--- src/sv/l2u_pkg.sv ---
// Shared types and constants for the Latin-1 / UTF-8 transcoder.
// Used by every module of the block; depends on nothing else.
package l2u_pkg;

    localparam int FIFO_DEPTH = 4;
    localparam int PTR_W      = 2;
    localparam int CNT_W      = 3;
    localparam int ADDR_W     = 3;

    localparam logic [1:0] MODE_COPY      = 2'd0;
    localparam logic [1:0] MODE_TO_UTF8   = 2'd1;
    localparam logic [1:0] MODE_TO_LATIN1 = 2'd2;

    localparam logic [ADDR_W-1:0] ADDR_MODE = 3'd0;

    localparam logic [7:0] QMARK      = 8'h3F;
    localparam logic [7:0] LEAD2_BASE = 8'hC0;
    localparam logic [7:0] CONT_BASE  = 8'h80;

    typedef struct packed {
        logic [7:0] in_byte;
        logic       string_last;
    } in_item_t;

    typedef struct packed {
        logic [7:0] out_byte;
        logic       byte_valid;
        logic       replaced;
        logic       item_done;
        logic       string_end;
        logic       string_lossy;
    } out_item_t;

    typedef struct packed {
        logic       lead_pending;
        logic [4:0] lead_bits;
        logic       skipping;
        logic       lossy;
    } dec_state_t;

endpackage

--- src/sv/l2u_regs.sv ---
// APB-style configuration register file holding the transcoding mode.
// Depends on l2u_pkg for the address width and register addresses.
module l2u_regs (
    input  logic                       clk,
    input  logic                       rst_n,
    input  logic                       psel,
    input  logic                       penable,
    input  logic                       pwrite,
    input  logic [l2u_pkg::ADDR_W-1:0] paddr,
    input  logic [31:0]                pwdata,
    output logic [31:0]                prdata,
    output logic                       pready,
    output logic [1:0]                 mode
);
    import l2u_pkg::*;

    logic [1:0] mode_reg;
    logic [1:0] mode_next;
    logic       wr_en;

    assign pready = 1'b1;
    assign wr_en  = psel && penable && pwrite && pready;

    always_comb
    begin
        mode_next = mode_reg;
        if (wr_en && (paddr == ADDR_MODE))
        begin
            mode_next = pwdata[1:0];
        end
    end

    always_ff @(posedge clk or negedge rst_n)
    begin
        if (!rst_n)
        begin
            mode_reg <= MODE_COPY;
        end
        else
        begin
            mode_reg <= mode_next;
        end
    end

    always_comb
    begin
        prdata = 32'd0;
        if (paddr == ADDR_MODE)
        begin
            prdata = {30'd0, mode_reg};
        end
    end

    assign mode = mode_reg;

endmodule

--- src/sv/l2u_decode.sv ---
// Per-byte conversion logic and the decoder state it carries between bytes.
// Depends on l2u_pkg for the item and state types and the mode codes.
module l2u_decode (
    input  logic               clk,
    input  logic               rst_n,
    input  logic               fire,
    input  logic [1:0]         mode,
    input  l2u_pkg::in_item_t  item,
    output logic [1:0]         res_cnt,
    output l2u_pkg::out_item_t res0,
    output l2u_pkg::out_item_t res1
);
    import l2u_pkg::*;

    dec_state_t st_reg;
    dec_state_t st_next;
    logic [7:0] b;
    logic       last;
    logic [1:0] n;
    out_item_t  r0;
    out_item_t  r1;

    assign b    = item.in_byte;
    assign last = item.string_last;

    always_comb
    begin
        st_next = st_reg;
        n       = 2'd0;
        r0      = '0;
        r1      = '0;
        unique case (mode)
            MODE_TO_UTF8:
            begin
                st_next.lead_pending = 1'b0;
                st_next.skipping     = 1'b0;
                if (!b[7])
                begin
                    r0.out_byte   = b;
                    r0.byte_valid = 1'b1;
                    n             = 2'd1;
                end
                else
                begin
                    r0.out_byte   = LEAD2_BASE | {6'd0, b[7:6]};
                    r0.byte_valid = 1'b1;
                    r1.out_byte   = CONT_BASE | {2'd0, b[5:0]};
                    r1.byte_valid = 1'b1;
                    n             = 2'd2;
                end
            end
            MODE_TO_LATIN1:
            begin
                if (st_reg.lead_pending)
                begin
                    st_next.lead_pending = 1'b0;
                    r0.byte_valid        = 1'b1;
                    n                    = 2'd1;
                    if (st_reg.lead_bits[4:2] == 3'd0)
                    begin
                        r0.out_byte = {st_reg.lead_bits[1:0], b[5:0]};
                    end
                    else
                    begin
                        r0.out_byte   = QMARK;
                        r0.replaced   = 1'b1;
                        st_next.lossy = 1'b1;
                    end
                end
                else if (st_reg.skipping && (b[7:6] == 2'b10))
                begin
                    n = 2'd0;
                end
                else
                begin
                    st_next.skipping = 1'b0;
                    if (!b[7])
                    begin
                        r0.out_byte   = b;
                        r0.byte_valid = 1'b1;
                        n             = 2'd1;
                    end
                    else if ((b[7:5] == 3'b110) && !last)
                    begin
                        st_next.lead_pending = 1'b1;
                        st_next.lead_bits    = b[4:0];
                    end
                    else
                    begin
                        r0.out_byte      = QMARK;
                        r0.byte_valid    = 1'b1;
                        r0.replaced      = 1'b1;
                        n                = 2'd1;
                        st_next.lossy    = 1'b1;
                        st_next.skipping = 1'b1;
                    end
                end
            end
            default:
            begin
                st_next.lead_pending = 1'b0;
                st_next.skipping     = 1'b0;
                r0.out_byte          = b;
                r0.byte_valid        = 1'b1;
                n                    = 2'd1;
            end
        endcase

        if (last)
        begin
            if (n == 2'd0)
            begin
                n = 2'd1;
            end
            if (n == 2'd2)
            begin
                r1.string_end   = 1'b1;
                r1.string_lossy = st_next.lossy;
            end
            else
            begin
                r0.string_end   = 1'b1;
                r0.string_lossy = st_next.lossy;
            end
            st_next.lead_pending = 1'b0;
            st_next.skipping     = 1'b0;
            st_next.lossy        = 1'b0;
        end

        if (n == 2'd2)
        begin
            r1.item_done = 1'b1;
        end
        else if (n == 2'd1)
        begin
            r0.item_done = 1'b1;
        end
    end

    always_ff @(posedge clk or negedge rst_n)
    begin
        if (!rst_n)
        begin
            st_reg <= '0;
        end
        else if (fire)
        begin
            st_reg <= st_next;
        end
    end

    assign res_cnt = n;
    assign res0    = r0;
    assign res1    = r1;

endmodule

--- src/sv/l2u_out_fifo.sv ---
// Small result queue that takes up to two results per cycle and gives one.
// Depends on l2u_pkg for the result type and the queue dimensions.
module l2u_out_fifo (
    input  logic               clk,
    input  logic               rst_n,
    input  logic [1:0]         push_cnt,
    input  l2u_pkg::out_item_t push0,
    input  l2u_pkg::out_item_t push1,
    output logic               space_ok,
    output logic               out_valid,
    input  logic               out_ready,
    output l2u_pkg::out_item_t out_data
);
    import l2u_pkg::*;

    out_item_t        entries_reg [FIFO_DEPTH];
    logic [PTR_W-1:0] wr_ptr_reg;
    logic [PTR_W-1:0] wr_ptr_next;
    logic [PTR_W-1:0] rd_ptr_reg;
    logic [PTR_W-1:0] rd_ptr_next;
    logic [CNT_W-1:0] count_reg;
    logic [CNT_W-1:0] count_next;
    logic [CNT_W-1:0] after_pop;
    logic             pop;

    assign out_valid = (count_reg != '0);
    assign pop       = out_valid && out_ready;
    assign out_data  = entries_reg[rd_ptr_reg];
    assign after_pop = count_reg - {{(CNT_W-1){1'b0}}, pop};
    assign space_ok  = (after_pop <= CNT_W'(FIFO_DEPTH - 2));

    assign wr_ptr_next = wr_ptr_reg + PTR_W'(push_cnt);
    assign rd_ptr_next = rd_ptr_reg + {{(PTR_W-1){1'b0}}, pop};
    assign count_next  = after_pop + {{(CNT_W-2){1'b0}}, push_cnt};

    always_ff @(posedge clk)
    begin
        if (push_cnt != 2'd0)
        begin
            entries_reg[wr_ptr_reg] <= push0;
        end
        if (push_cnt == 2'd2)
        begin
            entries_reg[wr_ptr_reg + PTR_W'(1)] <= push1;
        end
    end

    always_ff @(posedge clk or negedge rst_n)
    begin
        if (!rst_n)
        begin
            wr_ptr_reg <= '0;
            rd_ptr_reg <= '0;
            count_reg  <= '0;
        end
        else
        begin
            wr_ptr_reg <= wr_ptr_next;
            rd_ptr_reg <= rd_ptr_next;
            count_reg  <= count_next;
        end
    end

`ifndef SYNTH
    a_count_bound: assert property (@(posedge clk) disable iff (!rst_n)
        count_reg <= CNT_W'(FIFO_DEPTH))
        else $error("result queue count exceeds its depth");

    a_push_fits: assert property (@(posedge clk) disable iff (!rst_n)
        (push_cnt != 2'd0) |-> space_ok)
        else $error("results pushed without room in the queue");

    a_count_track: assert property (@(posedge clk) disable iff (!rst_n)
        (push_cnt == 2'd0) && !pop |=> $stable(count_reg) && $stable(wr_ptr_reg))
        else $error("queue count moved without a push or pop");

    a_ptr_match: assert property (@(posedge clk) disable iff (!rst_n)
        (count_reg == '0) |-> (rd_ptr_reg == wr_ptr_reg))
        else $error("queue empty but pointers differ");
`endif

endmodule

--- src/sv/latin1_utf8_transcoder_top.sv ---
// Top level of the Latin-1 / UTF-8 transcoder: input stage, decoder and result queue.
// Depends on l2u_pkg, l2u_regs, l2u_decode and l2u_out_fifo.
//
// The block converts a byte stream one byte per transfer, copying it, widening Latin-1
// to UTF-8 or narrowing UTF-8 to Latin-1 as the mode register selects. A byte enters an
// input register, is converted from there by the decoder and its zero, one or two results
// are written into a four-entry result queue, which offers them one at a time at the output.
// A converted byte moves into the queue only while two entries are free, so a stalled
// output holds the input. The single output port delivers one result per cycle while
// out_ready is high, so copy mode and bytes below 0x80 sustain one byte per cycle, while
// Latin-1 bytes of 0x80 and above give two results each when widened. Every string ends
// with a result marked string_end.
module latin1_utf8_transcoder_top (
    input  logic                       clk,
    input  logic                       rst_n,
    input  logic                       psel,
    input  logic                       penable,
    input  logic                       pwrite,
    input  logic [l2u_pkg::ADDR_W-1:0] paddr,
    input  logic [31:0]                pwdata,
    output logic [31:0]                prdata,
    output logic                       pready,
    input  logic                       in_valid,
    output logic                       in_ready,
    input  l2u_pkg::in_item_t          in_data,
    output logic                       out_valid,
    input  logic                       out_ready,
    output l2u_pkg::out_item_t         out_data
);
    import l2u_pkg::*;

    logic       stage_valid_reg;
    logic       stage_valid_next;
    in_item_t   stage_item_reg;
    logic       stage_fire;
    logic       space_ok;
    logic [1:0] mode;
    logic [1:0] res_cnt;
    logic [1:0] push_cnt;
    out_item_t  res0;
    out_item_t  res1;

    l2u_regs u_regs (
        .clk     (clk),
        .rst_n   (rst_n),
        .psel    (psel),
        .penable (penable),
        .pwrite  (pwrite),
        .paddr   (paddr),
        .pwdata  (pwdata),
        .prdata  (prdata),
        .pready  (pready),
        .mode    (mode)
    );

    assign stage_fire       = stage_valid_reg && space_ok;
    assign in_ready         = !stage_valid_reg || stage_fire;
    assign stage_valid_next = (in_valid && in_ready) || (stage_valid_reg && !stage_fire);
    assign push_cnt         = stage_fire ? res_cnt : 2'd0;

    always_ff @(posedge clk or negedge rst_n)
    begin
        if (!rst_n)
        begin
            stage_valid_reg <= 1'b0;
        end
        else
        begin
            stage_valid_reg <= stage_valid_next;
        end
    end

    always_ff @(posedge clk)
    begin
        if (in_valid && in_ready)
        begin
            stage_item_reg <= in_data;
        end
    end

    l2u_decode u_decode (
        .clk     (clk),
        .rst_n   (rst_n),
        .fire    (stage_fire),
        .mode    (mode),
        .item    (stage_item_reg),
        .res_cnt (res_cnt),
        .res0    (res0),
        .res1    (res1)
    );

    l2u_out_fifo u_out_fifo (
        .clk       (clk),
        .rst_n     (rst_n),
        .push_cnt  (push_cnt),
        .push0     (res0),
        .push1     (res1),
        .space_ok  (space_ok),
        .out_valid (out_valid),
        .out_ready (out_ready),
        .out_data  (out_data)
    );

endmodule
--- config.mk ---
export PLATFORM = sky130hd
export DESIGN_NAME = latin1_utf8_transcoder_top
export DESIGN_NICKNAME = d
export VERILOG_FILES = /design/src/sv/l2u_pkg.sv /design/src/sv/l2u_regs.sv /design/src/sv/l2u_decode.sv /design/src/sv/l2u_out_fifo.sv /design/src/sv/latin1_utf8_transcoder_top.sv
export SDC_FILE = /design/constraint.sdc
export NUM_CORES = 1
export LEC_CHECK = 0
export BUFFER_PORTS_ARGS = -buffer_cell sky130_fd_sc_hd__buf_2
export CELL_PAD_IN_SITES_DETAIL_PLACEMENT = 0
export CELL_PAD_IN_SITES_GLOBAL_PLACEMENT = 1
export CORE_UTILIZATION = 42
export DETAILED_ROUTE_END_ITERATION = 8
export PLACE_DENSITY_LB_ADDON = 0.1
export SLEW_MARGIN = 25
export SYNTH_ARGS = -nofsm -noshare
export SYNTH_HDL_FRONTEND = slang
export SYNTH_SLANG_ARGS = --single-unit
export TNS_END_PERCENT = 10
--- constraint.sdc ---
create_clock -name clk -period 3.8 [get_ports clk]
set_clock_uncertainty 0.05 [all_clocks]
set_input_delay 0.57 -clock clk [delete_from_list [all_inputs] [get_ports clk]]
set_output_delay 0.57 -clock clk [all_outputs]
set_load 0.1 [all_outputs]
==> results.sh, run 1 <==
export IMPL_grt_overflow=0
export IMPL_rsz0062_at_grt="no"
export IMPL_drc=0
export IMPL_worstMarginPinSlew_ps=878.0
export IMPL_p_per_area_nw_per_um2=952.0
export IMPL_cts_max_level=3
export IMPL_cp_end_kind="flop"
export IMPL_fmax_mhz=289.7
export IMPL_grt_max_degree=19
export IMPL_synth_commonest_cells="53 x edfxtp_1, 32 x buf_4, 31 x nand2_1, 20 x nor2_1, 20 x o22ai_1"
export IMPL_power_leakage_uw=0.001793
export IMPL_fillers=872
export IMPL_ys_types=62
export IMPL_cts_tree="yes"
export IMPL_antenna_cells=0
export IMPL_status="complete, no violations"
export IMPL_timing_final_crit_period_ps=3452
export IMPL_rr_startpoint="u_out_fifo.count_reg[2]$_DFF_PN0_"
export IMPL_worst_hold_path_type="in2async"
export IMPL_fin_setup_tns_ps=0
export IMPL_crit_type="reg2reg"
export IMPL_worst_r2r_cell_count=9
export IMPL_synthTopCellsByArea="edfxtp_1 38%, dfrtp_1 11%, mux4_2 7.1%"
export IMPL_setup_violations_final=0
export IMPL_globalplace_congestion=0.8715
export IMPL_cts_buffers_inserted=9
export IMPL_reg2reg_to="u_decode.st_reg[4]$_DFFE_PN0P_"
export IMPL_start_kind="flop"
export IMPL_core_um2=9415
export IMPL_wirelength_mm=8.823
export IMPL_clockBufferDepth=2
export IMPL_cts_hold_buffers_added=0
export IMPL_whs_ps=105.8
export IMPL_clk_latency_ps=350
export IMPL_async_flop_share=0.2278
export IMPL_grt_pass1_wl_mm=14.08
export IMPL_synth_edf_count=53
export IMPL_synthFlopType="edfxtp_1"
export IMPL_drt_wirelength_per_cell_um=16.81
export IMPL_dr_total_vias=2812
export IMPL_track_usage=0.1845
export IMPL_layout_drive_gt1_share=0.2576
export IMPL_largest_reg_flops=52
export IMPL_path_clk_slew_ps=90
export IMPL_port_buffers=37
export IMPL_initial_core_util=0.4411
export IMPL_die_h_um=101.4
export IMPL_grt_pass1_vias=2754
export IMPL_fin_crit_sh=0.9084
export IMPL_yosysSeqAreaShare=0.5303
export IMPL_root_buffer="clkbuf_8"
export IMPL_synthToLayoutAreaGrowth_pct=11.63
export IMPL_synth_top_cell_area_share=0.3832
export IMPL_fp_row_count=35
export IMPL_post_cts_buffers=0
export IMPL_antenna_found_initial=0
export IMPL_maxCapViolCount=0
export IMPL_die_area_um2=10290
export IMPL_fin_util=0.4924
export IMPL_fin_nets=450
export IMPL_via_per_inst=5.356
export IMPL_design_portCount=99
export IMPL_hpwl_mm=6.547
export IMPL_cts_sinks=79
export IMPL_ir_worst_vdd_mv=0.8514
export IMPL_syn_mean_instance_area_um2=12.07
export IMPL_drt_pass1_iterations=4
export IMPL_path_max_fanout=7
export IMPL_cts_resized=0
export IMPL_yosys_register_bits=79
export IMPL_yosysWarnings=0
export IMPL_dieWidth_um=101.4
export IMPL_final_antenna_net_count=0
export IMPL_synthCells=344
export IMPL_drt_iter0_drc=111
export IMPL_slew_violations=0
export IMPL_synth_top_cell_by_area="edfxtp_1"
export IMPL_relSlewSlack=0.4146
export IMPL_arrival_ps=3630
export IMPL_yosys_cell_count_top_type="edfxtp_1"
export IMPL_syn_area_um2=4153
export IMPL_hold_viol=0
export IMPL_reg2reg_slack_ps=350
export IMPL_cp_required_ps=3980
-- power by group --
| group | switching (µW) | internal [µW] | leakage (µW) | total (µW) |
|---|---|---|---|---|
| clock network | 313 | 391 | 0.000109 | 704 |
| registers | 247 | 1220 | 0.000802 | 1470 |
| logic | 1640 | 597 | 0.000882 | 2240 |
| total | 2200 | 2210 | 0.00179 | 4410 |
-- per-stage QoR --
step	cells	worst slack [ps]	cell area (µm²)	total power (µW)
after global placement	509	381.9	4405	3714
after global routing	525	167.5	4636	4664
after detailed placement	509	351.8	4405	3734
after floorplan	373	43.79	4265	3309
after CTS	525	321.7	4636	4438
final	525	348.3	4636	4413
-- cells in the final DEF, fill, tap and decap left out, types with 3 or more instances in the layout --
cell / instances
edfxtp_1: 53
buf_2: 37
nand2_1: 31
conb_1: 31
nor2_1: 20
o22ai_1: 20
o21ai_0: 18
dfrtp_1: 18
mux4_2: 13
inv_1: 12
a21oi_1: 10
clkbuf_8: 10
buf_4: 8
dfxtp_1: 8
and2_1: 7
ha_1: 7
nor2b_1: 6
nor3_1: 5
a22oi_1: 5
mux2_2: 5
nor3_2: 4
a22o_1: 4
mux2i_1: 4
nand2b_1: 3
nand3_1: 3
or2_2: 3
a211oi_1: 3
xor2_1: 3
-- layout make-up --
cell class	count	area, µm²	share of cell area
clock buffers	10	137.6	0.02969
clock inverters	6	92.59	0.01997
inverters	12	45.04	0.009717
multi-input cells	244	1752	0.3779
flip-flops and latches	79	2202	0.4750
well taps	129	161.4	0.03482
repair buffers	45	245.2	0.05290
-- worst max-delay path, cell delays in order (launching register included) --
cell	delay [ps]
dfrtp_1	430
or3_2	500
and2_1	190
ha_1	200
ha_1	240
xnor2_2	230
nand3_2	240
or4_4	490
nor3b_4	370
mux2_2	390
-- kinds of logic after synthesis --
| logic type | synth area share |
|---|---|
| other cells | 0.001808 |
| flops | 0.5303 |
| xor+xnor | 0.01447 |
| compound gates | 0.1256 |
| buf+inv | 0.07502 |
| mux | 0.09370 |
| fa+ha+maj | 0.02591 |
| simple gates | 0.1332 |
-- worst max-delay path by stage --
stage | slack, ps | to | from | cells after the start
final | 350 | u_decode.st_reg[4]$_DFFE_PN0P_ | u_out_fifo.count_reg[2]$_DFF_PN0_ | 9
after global routing | 170 | u_decode.st_reg[4]$_DFFE_PN0P_ | u_out_fifo.count_reg[2]$_DFF_PN0_ | 9
after CTS | 320 | u_decode.st_reg[4]$_DFFE_PN0P_ | u_out_fifo.count_reg[2]$_DFF_PN0_ | 9
after detailed placement | 350 | u_decode.st_reg[5]$_DFFE_PN0P_ | u_out_fifo.count_reg[2]$_DFF_PN0_ | 9
after global placement | 380 | u_decode.st_reg[3]$_DFFE_PN0P_ | u_out_fifo.count_reg[2]$_DFF_PN0_ | 9
after floorplan | 40 | stage_item_reg[0]$_DFFE_PP_ | u_out_fifo.count_reg[2]$_DFF_PN0_ | 7
-- per-layer routing --
| layer | up-vias | GRT usage | wire length, µm |
|---|---|---|---|
| li1 | 1324 | - | - |
| met1 | 1359 | 0.2286 | 3981 |
| met2 | 113 | 0.3098 | 4223 |
| met3 | 16 | 0.04693 | 449 |
| met4 | 0 | 0.07358 | 169 |
| met5 | - | 0 | 0 |
(Power assumes the default switching activity.)
==> run 2: changes to the inputs <==
CELL_PAD_IN_SITES_DETAIL_PLACEMENT = 1   (was 0)
PLACE_DENSITY = 0.84   (was default)
PLACE_DENSITY_LB_ADDON = default   (was 0.1)
RECOVER_POWER = 50   (was default)
==> run 2 against run 1 <==
  * Via count decreased by 0.82%
  * Critical path depth decreased by 2
  * Sequential power about the same
  * Flip-flop and latch count unchanged
  * Register-to-register slack got worse by 80 ps
  * Worst setup slack got worse by 120 ps
  * Highest routed layer unchanged
==> results.sh, run 2 (synthesis gave the netlist of run 1 again) <==
export IMPL_layout_drive_gt1_share=0.1837
export IMPL_power_leakage_uw=0.001691
export IMPL_cts_sinks=79
export IMPL_crit_type="reg2out"
export IMPL_via_per_inst=5.353
export IMPL_final_antenna_net_count=0
export IMPL_grt_max_degree=19
export IMPL_p_per_area_nw_per_um2=943.8
export IMPL_power_uw=4270
export IMPL_drt_wirelength_per_cell_um=17.67
export IMPL_instances_no_fill=521
export IMPL_root_buffer="clkbuf_8"
export IMPL_fin_setup_tns_ps=0
export IMPL_grt_pass1_wl_mm=14.81
export IMPL_antenna_cells=0
export IMPL_port_buffers=37
export IMPL_maxCapViolCount=0
export IMPL_drc=0
export IMPL_path_max_fanout=3
export IMPL_clk_latency_ps=360
export IMPL_synthToLayoutAreaGrowth_pct=8.948
export IMPL_cts_resized=0
export IMPL_fmax_mhz=279.7
export IMPL_final_common_cell="edfxtp_1"
export IMPL_rsz0062_at_grt="no"
export IMPL_p_int_uw=2073
export IMPL_globalplace_congestion=0.8416
export IMPL_cts_buffers_inserted=9
export IMPL_status="complete, no violations"
export IMPL_seqPwrFrac=0.345
export IMPL_swShare=0.5144
export IMPL_cp_end_kind="primary output"
export IMPL_track_usage=0.1968
export IMPL_fillers=1018
export IMPL_timing_final_crit_period_ps=3575
export IMPL_initial_core_util=0.4411
export IMPL_largest_reg_flops=52
export IMPL_dr_total_vias=2789
export IMPL_antenna_found_initial=0
export IMPL_comb_power_share=0.513
export IMPL_fin_util=0.4805
export IMPL_hpwl_mm=7.011
export IMPL_dieWidth_um=101.4
export IMPL_hold_viol=0
export IMPL_die_h_um=101.4
export IMPL_die_area_um2=10290
export IMPL_worstMarginPinSlew_ps=1169
export IMPL_grt_pass1_vias=2887
export IMPL_setup_violations_final=0
export IMPL_fin_nets=446
export IMPL_start_kind="flop"
export IMPL_arrival_ps=2960
export IMPL_drt_pass1_iterations=4
export IMPL_final_area_um2=4524
export IMPL_dpl_cell_area_um2=4388
export IMPL_cts_hold_buffers_added=0
export IMPL_post_cts_buffers=0
export IMPL_fp_row_count=35
export IMPL_pwr_share_clk=0.142
export IMPL_relSlewSlack=0.2242
export IMPL_drt_iter0_drc=160
export IMPL_power_switching_uw=2197
export IMPL_worst_hold_path_type="in2async"
export IMPL_cp_required_ps=3180
export IMPL_ir_worst_vdd_mv=0.6257
export IMPL_wirelength_mm=9.208
export IMPL_slew_violations=0
export IMPL_path_clk_slew_ps=70
export IMPL_design_portCount=99
export IMPL_core_um2=9415
export IMPL_dp_cells=505
export IMPL_final_cell_mix="53 x edfxtp_1, 31 x nand2_1, 31 x conb_1"
export IMPL_clockBufferDepth=2
export IMPL_cts_max_level=3
export IMPL_fin_crit_sh=0.9409
export IMPL_cts_tree="yes"
export IMPL_grt_overflow=0
run 2: routing by layer:
layer | vias up | track usage | share of wire
met5 | - | 0 | 0
met4 | 0 | 0.09142 | 0.023
met3 | 20 | 0.05383 | 0.045
met2 | 76 | 0.3281 | 0.50
met1 | 1380 | 0.2381 | 0.44
li1 | 1313 | - | -
run 2: cell type report:
| cell class | instances | area (µm²) | area share |
|---|---|---|---|
| flip-flops and latches | 79 | 2202 | 0.4867 |
| clock inverters | 5 | 51.30 | 0.01134 |
| multi-input cells | 244 | 1734 | 0.3833 |
| well taps | 129 | 161.4 | 0.03567 |
| clock buffers | 11 | 131.4 | 0.02904 |
| inverters | 12 | 45.04 | 0.009956 |
| repair buffers | 41 | 198.9 | 0.04397 |
run 2: final timing paths:
path / startpoint / to / slack, ps / cells past startpoint
max reg2reg: u_out_fifo.count_reg[2]$_DFF_PN0_ / u_decode.st_reg[6]$_DFFE_PN0P_ / 270 / 9
min reg2reg: u_out_fifo.entries_reg[0][3]$_SDFFE_PP0P_ / u_out_fifo.entries_reg[0][3]$_SDFFE_PP0P_ / 440 / 2
min in group clk: in_data[6] / stage_item_reg[6]$_DFFE_PP_ / 330 / 1
max: u_out_fifo.count_reg[2]$_DFF_PN0_ / in_ready / 220 / 7
min: rst_n / u_out_fifo.count_reg[2]$_DFF_PN0_ / 310 / 1
max in group asynchronous: rst_n / u_decode.st_reg[2]$_DFFE_PN0P_ / 2780 / 1
run 2: worst max-delay path: stages, from the launching register on:
cell	delay, ps
dfrtp_1	440
or3_2	510
and2_0	200
ha_1	220
ha_1	250
xor2_1	190
o21ai_0	300
buf_2	490
run 2: power by group through the flow:
stage | Sequential, µW | Clock [µW] | Combinational (µW)
2_1_floorplan | 1350 | 0 | 1960
3_3_place_gp | 1470 | 0 | 2190
3_5_place_dp | 1500 | 0 | 2240
4_1_cts | 1480 | 617 | 2250
5_1_grt | 1510 | 651 | 2330
6_report | 1470 | 605 | 2190
run 2: per-stage QoR:
stage          worst slack (ps)  hold WS (ps)
2_1_floorplan             43.79         224.4
3_3_place_gp              375.5         401.8
3_5_place_dp              282.0         424.0
4_1_cts                   267.6         94.79
5_1_grt                   49.55         316.8
6_report                  224.8         307.3
==> run 3: changes to the inputs <==
CORE_UTILIZATION = 44   (was 42)
CTS_BUF_LIST = sky130_fd_sc_hd__clkbuf_2   (was default)
PLACE_DENSITY = 0.88   (was 0.84)
==> run 3 against run 2 <==
  * Utilization is 0.74 points higher
  * Routed wire length is 0.81% lower
  * Worst setup slack worse by 40 ps
  * Non-clock buffer count is 1 higher
  * Combinational power hardly changed
  * Fmax is 1.1% lower
  * Flip-flop and latch count stayed put
  * Critical path type unchanged
  * Critical endpoint unchanged
==> results.sh, run 3 (synthesis gave the netlist of run 1 again) <==
export IMPL_worst_hold_path_type="in2reg"
export IMPL_initial_core_util=0.4516
export IMPL_p_int_uw=2008
export IMPL_post_cts_buffers=0
export IMPL_track_usage=0.2001
export IMPL_relSlewSlack=0.2219
export IMPL_setup_violations_final=0
export IMPL_maxCapViolCount=0
export IMPL_cp_end_kind="primary output"
export IMPL_multi_input_area_um2=1748
export IMPL_dieWidth_um=99.15
export IMPL_fin_nets=447
export IMPL_layout_drive_gt1_share=0.2265
export IMPL_synthToLayoutAreaGrowth_pct=8.045
export IMPL_via_per_inst=5.608
export IMPL_design_portCount=99
export IMPL_cp_required_ps=3180
export IMPL_seqCellArea_um2=2202
export IMPL_ir_worst_vdd_mv=0.5781
export IMPL_dr_total_vias=2832
export IMPL_fin_setup_tns_ps=0
export IMPL_fillers=997
export IMPL_slew_violations=0
export IMPL_power_uw=4213
export IMPL_die_h_um=99.15
export IMPL_antenna_found_initial=1
export IMPL_fmax_mhz=276.6
export IMPL_cts_hold_buffers_added=1
export IMPL_grt_overflow=0
export IMPL_crit_type="reg2out"
export IMPL_power_switching_uw=2205
export IMPL_cts_sinks=79
export IMPL_timing_final_crit_period_ps=3616
export IMPL_grt_max_degree=19
export IMPL_port_buffers=37
export IMPL_clk_latency_ps=550
export IMPL_pwr_share_clk=0.127
export IMPL_drc=0
export IMPL_clockBufferDepth=2
export IMPL_arrival_ps=3000
export IMPL_core_um2=9196
export IMPL_final_common_cell="edfxtp_1"
export IMPL_globalplace_congestion=0.8455
export IMPL_rsz0062_at_grt="no"
export IMPL_path_max_fanout=3
export IMPL_fin_crit_sh=0.9515
export IMPL_swShare=0.5233
export IMPL_p_per_area_nw_per_um2=939.0
export IMPL_grt_pass1_vias=2846
export IMPL_cts_buffers_inserted=9
export IMPL_hpwl_mm=6.995
export IMPL_drt_pass1_iterations=4
export IMPL_drt_wirelength_per_cell_um=18.09
export IMPL_die_area_um2=9831
export IMPL_status="complete, no violations"
export IMPL_wirelength_mm=9.133
export IMPL_seqPwrFrac=0.348
export IMPL_drt_iter0_drc=139
export IMPL_start_kind="flop"
export IMPL_fp_row_count=35
export IMPL_path_clk_slew_ps=210
export IMPL_cts_max_level=3
export IMPL_largest_reg_flops=52
export IMPL_final_antenna_net_count=0
export IMPL_comb_power_share=0.525
export IMPL_grt_pass1_wl_mm=14.94
export IMPL_cts_tree="yes"
export IMPL_root_buffer="clkbuf_2"
export IMPL_power_leakage_uw=0.001715
export IMPL_cts_resized=0
export IMPL_hold_viol=0
export IMPL_worstMarginPinSlew_ps=1172
export IMPL_final_cell_mix="53 x edfxtp_1, 31 x nand2_1, 31 x conb_1"
-- run 3: changes by cell type in the layout (fill, tap and decap cells not counted), sizes merged --
cell / previous run / this run
clkinv: 3 / 0
inv: 12 / 14
buf: 22 / 21
bufinv: 1 / 2
clkinvlp: 1 / 2
diode: 0 / 1
dlygate4sd3: 0 / 1
-- run 3: power groups by stage --
stage	registers, µW	clock network (µW)	logic (µW)
finish	1470	534	2210
floorplan	1350	0	1960
global placement	1470	0	2170
global route	1510	569	2350
CTS	1470	543	2240
detailed placement	1490	0	2230
-- run 3: path summary, 6_finish.rpt --
check / start / end / slack (ps) / depth (start not counted)
worst max-delay path: u_out_fifo.count_reg[2]$_DFF_PN0_ / in_ready / 180 / 7
worst min-delay path: in_data[6] / stage_item_reg[6]$_DFFE_PP_ / 150 / 1
worst max register to register: u_out_fifo.count_reg[2]$_DFF_PN0_ / u_out_fifo.entries_reg[2][8]$_DFFE_PP_ / 290 / 8
worst min register to register: u_out_fifo.entries_reg[2][3]$_SDFFE_PP0P_ / u_out_fifo.entries_reg[2][3]$_SDFFE_PP0P_ / 450 / 2
max in group asynchronous: rst_n / u_decode.st_reg[3]$_DFFE_PN0P_ / 2480 / 2
min in group asynchronous: rst_n / u_decode.st_reg[5]$_DFFE_PN0P_ / 600 / 2
-- run 3: layer usage --
metal	GRT usage	share of wire	up-vias	routed length (µm)
met4	0.09729	0.024	0	221
met3	0.03162	0.031	20	281
li1	-	-	1322	-
met2	0.3437	0.50	70	4589
met5	0	0	-	0
met1	0.2479	0.44	1420	4041
-- run 3: layout make-up --
cell class	instances	share of cell area
clock inverters	6	0.02064
flip-flops and latches	79	0.4908
inverters	12	0.01004
well taps	111	0.03095
repair buffers	42	0.04629
diodes	1	0.0005577
clock buffers	10	0.01115
multi-input cells	244	0.3896
-- run 3: critical path, cell delays in order (launching register included) --
cell     delay (ps)
dfrtp_1         480
or3_2           500
and2_0          200
ha_1            210
ha_1            240
xor2_1          190
o21ai_2         190
buf_2           450
-- run 3: stage by stage --
stage / setup slack, ps / hold slack [ps] / cells / util / area, µm²
6_report: 184.4 / 150.5 / 505 / 0.4879 / 4487
5_1_grt: 30.60 / 128.3 / 505 / 0.4879 / 4487
4_1_cts: 131.1 / 120.5 / 504 / 0.4899 / 4506
3_5_place_dp: 283.6 / 414.9 / 487 / 0.4733 / 4353
3_3_place_gp: 389.7 / 400.5 / 487 / 0.4733 / 4353
2_1_floorplan: 43.79 / 224.4 / 373 / - / 4265
